===== src/rtl/core/ttip_pkg.sv =====
// ============================================================================
// Text-to-integer parser package
// Word types, field widths, character codes and parser phases shared by the
// parser core and its checker.
// ============================================================================
package ttip_pkg;

    // Field widths of the result word and of the base.
    localparam int VALUE_BITS = 32;
    localparam int COUNT_BITS = 16;
    localparam int RADIX_BITS = 5;

    // Character codes that steer the parse.
    localparam logic [7:0] CH_SPACE = 8'h20;
    localparam logic [7:0] CH_TAB   = 8'h09;
    localparam logic [7:0] CH_MINUS = 8'h2D;
    localparam logic [7:0] CH_PLUS  = 8'h2B;
    localparam logic [7:0] CH_ZERO  = 8'h30;
    localparam logic [7:0] CH_LOW_X = 8'h78;
    localparam logic [7:0] CH_UP_X  = 8'h58;

    // Bases chosen by prefix detection.
    localparam logic [RADIX_BITS-1:0] BASE_AUTO = 5'd0;
    localparam logic [RADIX_BITS-1:0] BASE_OCT  = 5'd8;
    localparam logic [RADIX_BITS-1:0] BASE_DEC  = 5'd10;
    localparam logic [RADIX_BITS-1:0] BASE_HEX  = 5'd16;

    // Digit code for a character that is no digit; no base can exceed it.
    localparam logic [RADIX_BITS-1:0] DIGIT_NONE = 5'd31;

    // Parser phases.
    typedef enum logic [2:0] {
        PH_IDLE   = 3'd0,
        PH_SPACE  = 3'd1,
        PH_SIGNED = 3'd2,
        PH_ZERO   = 3'd3,
        PH_DIGITS = 3'd4
    } phase_t;

    // One input word: a character and the start-of-string flag.
    typedef struct packed {
        logic [7:0] ch;
        logic       first;
    } char_word_t;

    // One result word: the signed value and the consumed character count.
    typedef struct packed {
        logic signed [VALUE_BITS-1:0] value;
        logic        [COUNT_BITS-1:0] consumed;
    } result_word_t;

    // Digit value of a character, or DIGIT_NONE.
    function automatic logic [RADIX_BITS-1:0] digit_of(input logic [7:0] c);
        logic [7:0] d;
        begin
            d = 8'd0;
            if (c inside {[8'h30:8'h39]})
            begin
                d = c - 8'h30;
            end
            else if (c inside {[8'h61:8'h66]})
            begin
                d = c - 8'h57;
            end
            else if (c inside {[8'h41:8'h46]})
            begin
                d = c - 8'h37;
            end
            else
            begin
                d = {3'b000, DIGIT_NONE};
            end
            return d[RADIX_BITS-1:0];
        end
    endfunction

endpackage


===== src/rtl/core/text_to_integer_parser_core.sv =====
// ============================================================================
// Text-to-integer parser core
// Streaming strtol-style parser: one character per word, at most one result per string.
// ============================================================================
// The core takes one character word per clock unless the input stalls, and gives
// at most one result word per string. The character that ends the number is
// captured in the input register, where the digit multiply-add works on it, and
// the result register loads from it once it has room. The multiply-add of the
// accumulator by the base sets the clock period. The base register is sampled
// when a word with first set is processed, so the user must write it only while
// the core is idle; the core itself does not enforce this. A result word holds in
// its register while stalled; characters that give no result keep flowing past it,
// and the input stalls only for a result that has no room.
module text_to_integer_parser_core (
    input  logic                                clk,
    input  logic                                rst_n,
    input  logic                                char_valid,
    output logic                                char_stall,
    input  ttip_pkg::char_word_t                char_word,
    output logic                                result_valid,
    input  logic                                result_stall,
    output ttip_pkg::result_word_t              result_word,
    input  logic                                cfg_valid,
    output logic                                cfg_ready,
    input  logic [ttip_pkg::RADIX_BITS-1:0]     cfg_data
);
    import ttip_pkg::*;

    // Configuration and input register.
    logic [RADIX_BITS-1:0] radix_reg;
    logic                  in_full_reg;
    char_word_t            in_word_reg;

    // Parser state.
    phase_t                phase_reg, phase_next;
    logic [VALUE_BITS-1:0] acc_reg, acc_next;
    logic                  neg_reg, neg_next;
    logic [RADIX_BITS-1:0] base_reg, base_next;
    logic [COUNT_BITS-1:0] cnt_reg, cnt_next;

    // Result register.
    logic                  out_valid_reg;
    result_word_t          out_word_reg;

    // Combinational step results.
    logic                  emit;
    logic                  proceed;
    logic                  accept;
    logic                  out_free;
    logic                  stop;
    logic                  bump;
    logic [RADIX_BITS-1:0] digit;
    logic [VALUE_BITS-1:0] acc_start;

    // The base register is always ready for a write.
    assign cfg_ready = 1'b1;

    always_ff @(posedge clk or negedge rst_n)
    begin
        if (!rst_n)
        begin
            radix_reg <= BASE_DEC;
        end
        else if (cfg_valid && cfg_ready)
        begin
            radix_reg <= cfg_data;
        end
    end

    // Handshake: a word in the input register moves on unless it ends a
    // number and the result register cannot take the result.
    assign out_free   = !out_valid_reg || !result_stall;
    assign proceed    = in_full_reg && (!emit || out_free);
    assign char_stall = in_full_reg && !proceed;
    assign accept     = char_valid && !char_stall;

    always_ff @(posedge clk or negedge rst_n)
    begin
        if (!rst_n)
        begin
            in_full_reg <= 1'b0;
        end
        else
        begin
            in_full_reg <= accept || char_stall;
        end
    end

    always_ff @(posedge clk)
    begin
        if (accept)
        begin
            in_word_reg <= char_word;
        end
    end

    // Parser state register.
    always_ff @(posedge clk or negedge rst_n)
    begin
        if (!rst_n)
        begin
            phase_reg <= PH_IDLE;
            acc_reg   <= '0;
            neg_reg   <= 1'b0;
            base_reg  <= BASE_AUTO;
            cnt_reg   <= '0;
        end
        else if (proceed)
        begin
            phase_reg <= phase_next;
            acc_reg   <= acc_next;
            neg_reg   <= neg_next;
            base_reg  <= base_next;
            cnt_reg   <= cnt_next;
        end
    end

    // Accumulator value this character starts from.
    assign acc_start = in_word_reg.first ? '0 : acc_reg;

    // Next state: walk the phases that this character passes through.
    always_comb
    begin
        phase_next = in_word_reg.first ? PH_SPACE : phase_reg;
        acc_next   = acc_start;
        neg_next   = in_word_reg.first ? 1'b0 : neg_reg;
        base_next  = in_word_reg.first ? radix_reg : base_reg;
        cnt_next   = in_word_reg.first ? '0 : cnt_reg;
        digit      = digit_of(in_word_reg.ch);
        stop       = 1'b0;
        bump       = 1'b0;
        emit       = 1'b0;

        case (phase_next)
            PH_IDLE:
            begin
                stop = 1'b1;
            end
            default:
            begin
            end
        endcase

        // Leading whitespace and an optional sign.
        if (!stop && phase_next == PH_SPACE)
        begin
            if (in_word_reg.ch == CH_SPACE || in_word_reg.ch == CH_TAB)
            begin
                bump = 1'b1;
                stop = 1'b1;
            end
            else
            begin
                phase_next = PH_SIGNED;
                if (in_word_reg.ch == CH_MINUS || in_word_reg.ch == CH_PLUS)
                begin
                    neg_next = (in_word_reg.ch == CH_MINUS);
                    bump     = 1'b1;
                    stop     = 1'b1;
                end
            end
        end

        // Base detection from a leading zero.
        if (!stop && phase_next == PH_SIGNED)
        begin
            if (base_next == BASE_AUTO)
            begin
                if (in_word_reg.ch == CH_ZERO)
                begin
                    bump       = 1'b1;
                    phase_next = PH_ZERO;
                    stop       = 1'b1;
                end
                else
                begin
                    base_next = BASE_DEC;
                end
            end
            if (!stop)
            begin
                phase_next = PH_DIGITS;
            end
        end

        // Hex prefix after the leading zero, else octal.
        if (!stop && phase_next == PH_ZERO)
        begin
            if (in_word_reg.ch == CH_LOW_X || in_word_reg.ch == CH_UP_X)
            begin
                bump       = 1'b1;
                base_next  = BASE_HEX;
                phase_next = PH_DIGITS;
                stop       = 1'b1;
            end
            else
            begin
                base_next  = BASE_OCT;
                phase_next = PH_DIGITS;
            end
        end

        // Digits accumulate through the multiply-add; anything else ends
        // the number.
        if (!stop && phase_next == PH_DIGITS)
        begin
            if (digit < base_next)
            begin
                acc_next = acc_start * {{(VALUE_BITS-RADIX_BITS){1'b0}}, base_next}
                         + {{(VALUE_BITS-RADIX_BITS){1'b0}}, digit};
                bump     = 1'b1;
            end
            else
            begin
                emit       = 1'b1;
                phase_next = PH_IDLE;
            end
        end

        // Saturating character count.
        if (bump && cnt_next != '1)
        begin
            cnt_next = cnt_next + 1'b1;
        end
    end

    // Result register.
    always_ff @(posedge clk or negedge rst_n)
    begin
        if (!rst_n)
        begin
            out_valid_reg <= 1'b0;
        end
        else if (proceed && emit)
        begin
            out_valid_reg <= 1'b1;
        end
        else if (!result_stall)
        begin
            out_valid_reg <= 1'b0;
        end
    end

    always_ff @(posedge clk)
    begin
        if (proceed && emit)
        begin
            out_word_reg.value    <= neg_next ? -acc_next : acc_next;
            out_word_reg.consumed <= cnt_next;
        end
    end

    assign result_valid = out_valid_reg;
    assign result_word  = out_word_reg;

endmodule


===== config.mk =====
export PLATFORM = sky130hd
export DESIGN_NAME = text_to_integer_parser_core
export DESIGN_NICKNAME = d
export VERILOG_FILES = /design/src/rtl/core/ttip_pkg.sv /design/src/rtl/core/text_to_integer_parser_core.sv
export SDC_FILE = /design/constraint.sdc
export NUM_CORES = 1
export LEC_CHECK = 0
export ABC_AREA = 1
export BUFFER_PORTS_ARGS = -buffer_cell sky130_fd_sc_hd__buf_4
export CAP_MARGIN = 20
export CORE_AREA = 4 4 143 145
export CTS_CLUSTER_DIAMETER = 50
export DETAILED_ROUTE_END_ITERATION = 8
export DIE_AREA = 0 0 147 149
export PLACE_DENSITY = 0.89
export SLEW_MARGIN = 20
export SYNTH_ARGS = -nofsm -noshare
export SYNTH_HDL_FRONTEND = slang
export SYNTH_SLANG_ARGS = --single-unit
export TNS_END_PERCENT = 20

===== constraint.sdc =====
create_clock -name clk -period 15.8 [get_ports clk]
set_input_delay 1.58 -clock clk [delete_from_list [all_inputs] [get_ports clk]]
set_output_delay 1.58 -clock clk [all_outputs]
set_load 0.02 [all_outputs]

==> results of run 1 <==
## power breakdown
group | leakage (nW) | internal, mW | switching [mW]
Clock | 0.274 | 0.220 | 0.160
Sequential | 1.39 | 0.436 | 0.0369
Combinational | 5.55 | 0.456 | 1.06
## worst paths after layout
check	end	slack, ns	cells past startpoint
max	result_word[43]$_DFFE_PP_	7.97	38
min	cnt_reg[9]$_DFFE_PN0P_	0.48	2
max reg2reg	result_word[43]$_DFFE_PP_	7.97	38
min reg2reg	cnt_reg[9]$_DFFE_PN0P_	0.48	2
max in group asynchronous	acc_reg[16]$_DFFE_PN0P_	13.97	1
min in group asynchronous	cnt_reg[4]$_DFFE_PN0P_	1.26	1
## cells by family (layout without fill, tap and decap cells)
kind of cell    count (synthesis)  after routing  synth area share [%]
mux                             3              3                 0.267
flops                         121            121                  26.2
simple gates                  913            913                  30.0
fa+ha+maj                     158            158                  20.8
other cells                     1              1                0.0296
compound gates                171            171                  7.51
buf+inv                       377            440                  11.6
xor+xnor                       53             53                  3.72
## cell type report
type / instances / area (um2) / share of cell area [%]
clock inverters: 14 / 136 / 0.979
repair buffers: 76 / 571 / 4.10
inverters: 332 / 1250 / 8.97
well taps: 265 / 332 / 2.38
clock buffers: 18 / 429 / 3.08
flip-flops and latches: 121 / 3320 / 23.8
multi-input cells: 1299 / 7890 / 56.7
## metrics by stage
stage,std cells,hold WS (ns)
2_1_floorplan,1797,0.448
3_3_place_gp,2093,0.464
3_5_place_dp,2093,0.466
4_1_cts,2125,0.482
5_1_grt,2125,0.515
6_report,2125,0.479
## worst min-delay path: stages, from the launching register on
cell	delay, ns
dfrtp_1	0.34
nand2_1	0.05
nand2_1	0.06
## layer usage
metal  share of wire (%)  global-route usage, %  vias up
li1                    -                      -     5623
met1                  40                   39.1     5493
met5                   0                      0        -
met2                  47                   52.8      629
met3                 9.7                   5.99       87
met4                 3.0                   12.0        0
## placed cells by master (no fill, tap or decap), types with 3 or more instances in the layout
master and instances:
ha_1 71, nand2_2 14, nand3_4 3, nand2_4 5, o21bai_1 6, nor2_1 273, buf_4 76, xor2_1 31
o211ai_1 4, o21ai_1 14, inv_1 324, fa_1 87, xnor2_1 21, nor3_1 13, a21o_1 9, nor4_1 5
o21ai_0 90, nand4_1 11, dfrtp_1 62, o21ai_2 4, a21oi_1 33, nand2_1 486, inv_6 6, clkbuf_16 17
mux2_2 3, nor2_4 3, edfxtp_1 57, inv_2 6, nand3_1 79, nand3b_1 7, nor2_2 9
==> reports/results.ini, run 1 <==
[clock_tree]
insertion_delay_ns = 0.43
cts_tree = yes
clk_path_buf_depth = 2
cts-root-buf = clkbuf_16
post-cts-setup-buffers = 0
cts_resized = 0
postCtsHoldBufs = 0
cts.clk_slew.worst_paths_ns = 0.06
cts_sinks = 121
cts_buffers = 17
h-tree-depth = 4

[placement]
dp_hpwl_mm = 25.2
detailedPlace.worstSlack_ns = 7.90
port_buffers = 68
dpl_cell_area_um2 = 13400
place_congestion = 1.00

[power]
p_leak_nw = 7.21
peakVddDrop_v = 0.0000970
p_total_mw = 2.37
power.density_nw_per_um2 = 170

[worst_setup_path]
critPathBufInv = 6
startpoint = in_word_reg[0]$_DFFE_PP_
max_stage_delay_ns = 0.55
worst_path_max_delay_cell = fa_1
path_common_cell = nand2_1
cpLargestDelayFamily = simple AND/OR/NAND/NOR gates
worst_setup_path_start_kind = flop
worstSetupPathType = reg2reg
r2r-start = in_word_reg[0]$_DFFE_PP_
worstPathArrival_ns = 8.01
crit_path_end_kind = flop
critical_path_peak_fanout = 40
required_ns = 15.98

[synth]
yosysWarnings = 0
netlist.area_leader.share_pct = 14.5
yosysMostFrequentCell = nand2_1
synth_common_cells = 488 x nand2_1, 325 x inv_1, 273 x nor2_1
yosysTopAreaCell = nand2_1
seq_area_frac_synth_pct = 26.2
synth_flop_cell = dfrtp_1
synth_edf_count = 57
netlist_area_um2 = 12700
syn_area_per_cell_um2 = 7.05
synth_fp_nets = 1974
synth_cell_types = 49
syn_inst = 1797
async_reset_ff_share_pct = 52.9
synthTopCellsByArea = nand2_1 14%, fa_1 14%, edfxtp_1 14%
synth_seq_cells = 121

[sta]
fmax_mhz = 128
tightest_slew_ns = 0.970
relSlewSlack_pct = 35.3
slew_violations = 0
rsz0062_at_grt = no
fin_crit_sh_pct = 49.6
setup_violations = 0
finalSetupTns_ns = 0
hold_viol = 0
skew_ns = 0.0116
fin_crit_ns = 7.83
fin_ws_ns = 7.97

[die]
die_y_um = 149
rows = 51
io_pins = 70
start_util_pct = 66.0
core_um2 = 19200
die-width_um = 147
dieArea_um2 = 21900

[routing]
post_drt_wl_per_cell_um = 15.5
wl_mm = 33.0
drc = 0
ant_nets = 0
vias = 11832
dr.pass1.iters = 7
drt_iter0_drc = 1063
vias_per_cell = 5.57

[cells_and_area]
num-fill-cells = 1497
antennaDiodeCount = 0
final_core_util_pct = 72.5
finalInstanceArea_um2 = 13900
fin_nets = 2024
largest_register_ff_count = 48
syn_to_final_growth_pct = 9.87
drive_above_1_share_pct = 8.76

[min_path]
hp-class = reg2reg
min_from = cnt_reg[9]$_DFFE_PN0P_

[global_route]
grt_max_degree = 81
grt_pass1_vias = 11572
grt_overflow = 0
grt_pass1_wl_mm = 54.7
grtUsageTotal_pct = 30.9
antenna_found_initial = 0

[outcome]
outcome = completed

[run]
drv_cap = 0

Power figures use the tool's default switching activity.
==> run 2, diff against run 1 <==
CORE_AREA = 4 4 146 148   (was 4 4 143 145)
DIE_AREA = 0 0 150 152   (was 0 0 147 149)
PLACE_DENSITY = 0.86   (was 0.89)
clock period = 7.5 ns   (was 15.8 ns; I/O delays follow)
==> run 2 against run 1 <==
Clock-buffer cell count decreased by 1. Register-to-register slack got worse by 7.5 ns. Core utilization decreased by 2.6 points. Combinational power increased by 120%. Via count decreased by 0.64%. Critical endpoint is now result_word[45]$_DFFE_PP_. Highest routed layer unchanged.
==> reports/results.ini, run 2 (same netlist as run 1, synthesis figures left out) <==
[worst_setup_path]
ff2ff_path_depth = 38  ; unchanged
worst_path_max_delay_cell = fa_1
startpoint = in_word_reg[2]$_DFFE_PP_
worstPathArrival_ns = 7.19  ; -0.82 ns
cp-endpoint = result_word[45]$_DFFE_PP_
r2r_slack_ns = 0.49  ; -7.48 ns
max_stage_delay_ns = 0.56  ; about the same
r2r-start = in_word_reg[2]$_DFFE_PP_
path_common_cell = nand2_1
worst_setup_path_start_kind = flop
critical_path_peak_fanout = 27  ; -33%
crit_path_end_kind = flop
worstSetupPathType = reg2reg
required_ns = 7.69  ; -8.29 ns
r2r-end = result_word[45]$_DFFE_PP_

[routing]
drc = 0  ; unchanged
vias_per_cell = 5.51  ; -1.0%
drt_iter0_drc = 1100  ; +3.5%
vias = 11756  ; -0.64%
post_drt_wl_per_cell_um = 16.3  ; +5.0%
wl_mm = 34.8  ; +5.4%
dr.pass1.iters = 6  ; -1
ant_nets = 0  ; unchanged

[sta]
hold_viol = 0  ; unchanged
fmax_mhz = 143  ; +12%
slew_violations = 0  ; unchanged
fin_crit_ns = 7.01  ; -0.824 ns
hold_ws_ns = 0.418  ; -0.0608 ns
finalSetupTns_ns = 0  ; unchanged
setup_violations = 0  ; unchanged
fin_crit_sh_pct = 93.4  ; +44 points
relSlewSlack_pct = 35.2  ; -0.17 points
rsz0062_at_grt = no
skew_ns = 0.0169  ; +0.00523 ns
tightest_slew_ns = 0.971  ; +0.00117 ns

[cells_and_area]
num-fill-cells = 1677  ; +12%
largest_register_ff_count = 48  ; unchanged
mostFrequentLayoutCell = nand2_1
final_cell_mix = 486 x nand2_1, 324 x inv_1, 273 x nor2_1
antennaDiodeCount = 0  ; unchanged
drive_above_1_share_pct = 9.02  ; +0.25 points
syn_to_final_growth_pct = 10.6
fin_nets = 2027  ; +0.15%

[run]
drv_cap = 0  ; unchanged

[clock_tree]
cts.clk_slew.worst_paths_ns = 0.07  ; about the same
cts-root-buf = clkbuf_16
h-tree-depth = 4  ; unchanged
cts_buffers = 17  ; unchanged
cts_sinks = 121  ; unchanged
insertion_delay_ns = 0.44  ; about the same
clk_path_buf_depth = 2  ; unchanged
post-cts-setup-buffers = 0  ; unchanged
cts_tree = yes
postCtsHoldBufs = 0  ; unchanged

[placement]
dp_hpwl_mm = 27.3  ; +8.6%
port_buffers = 68  ; unchanged
place_congestion = 0.979  ; -2.3%

[global_route]
grt_overflow = 0  ; unchanged
met3_usage_pct = 6.40  ; +0.42 points
grt_max_degree = 80  ; -1.2%
grt_pass1_vias = 11558  ; -0.12%
met1_usage_pct = 44.6  ; +5.4 points
antenna_found_initial = 0  ; unchanged
grtUsageTotal_pct = 31.6  ; +0.73 points
grt_pass1_wl_mm = 58.1  ; +6.1%
grt_util_met2_pct = 48.9  ; -3.8 points
gr-max-usage-layer = met2

[die]
die-width_um = 150  ; +2.0%
rows = 52  ; +2.0%
start_util_pct = 63.2  ; -2.7 points
io_pins = 70  ; unchanged
die_y_um = 152  ; +2.0%
dieArea_um2 = 22800  ; +4.1%
core_um2 = 20000  ; +4.3%

[min_path]
hp-class = in2async

[power]
power.density_nw_per_um2 = 367  ; +120%
p_leak_nw = 7.25  ; +0.53%
peakVddDrop_v = 0.000301  ; +210%

[outcome]
outcome = completed

[run 2: cell types whose count changed in the layout (fill, tap and decap cells not counted), moves of 2 or more]
cell	change
clkinv_2	-2
clkinv_8	+2
inv_6	-2
inv_8	+4
[run 2: layout make-up]
type	count	area (um2)	share of cell area (%)
Clock inverter	15	178	1.27
Clock buffer	17	425	3.04
Tap cell	270	338	2.41
Timing Repair Buffer	79	609	4.35
Sequential cell	121	3320	23.7
Inverter	332	1250	8.91
Multi-Input combinational cell	1299	7900	56.4
[run 2: power breakdown]
group	switching, mW	internal, mW	total, mW
clock	0.367	0.476	0.843
sequential	0.0755	0.918	0.993
combinational	2.31	0.987	3.30
total	2.76	2.38	5.14
[run 2: worst max-delay path, delay by kind of cell (launching register included)]
kind / cells / cell delay, ns
xor+xnor: 1 / 0.39
simple gates: 23 / 2.57
flops: 1 / 0.44
compound gates: 3 / 0.65
buf+inv: 6 / 0.60
fa+ha+maj: 5 / 2.12
[run 2: routing by layer]
metal	up-vias	share of wire, %
met5	-	0
met4	0	3.0
met3	87	9.7
met2	558	45
met1	5496	42
li1	5615	-
[run 2: worst min-delay path by stage]
stage | start | endpoint | slack (ns) | depth (start not counted)
final | rst_n | cnt_reg[6]$_DFFE_PN0P_ | 0.42 | 1
after global routing | rst_n | cnt_reg[6]$_DFFE_PN0P_ | 0.47 | 1
after CTS | rst_n | radix_reg[4]$_DFFE_PN0P_ | 0.45 | 1
after detailed placement | base_reg[2]$_DFFE_PN0P_ | base_reg[2]$_DFFE_PN0P_ | 0.47 | 2
after global placement | base_reg[2]$_DFFE_PN0P_ | base_reg[2]$_DFFE_PN0P_ | 0.46 | 2
after floorplan | rst_n | acc_reg[0]$_DFFE_PN0P_ | 0.45 | 0
[run 2: through the flow]
stage | std cells | utilization [%] | instance area (um2) | power, mW | setup slack (ns)
2_1_floorplan | 1797 | - | 12700 | 3.29 | 1.47
3_3_place_gp | 2101 | 66.8 | 13400 | 4.14 | 0.712
3_5_place_dp | 2101 | 66.8 | 13400 | 4.19 | 0.618
4_1_cts | 2133 | 69.8 | 14000 | 5.06 | 0.522
5_1_grt | 2133 | 69.9 | 14000 | 5.56 | 0.0141
6_report | 2133 | 69.9 | 14000 | 5.14 | 0.494
[run 2: what timing repair did]
action / 4_1_cts / 5_1_grt
hold endpoints to repair: 0 / 0
setup endpoints to repair: 0 / 7
gates resized for setup: 0 / 7
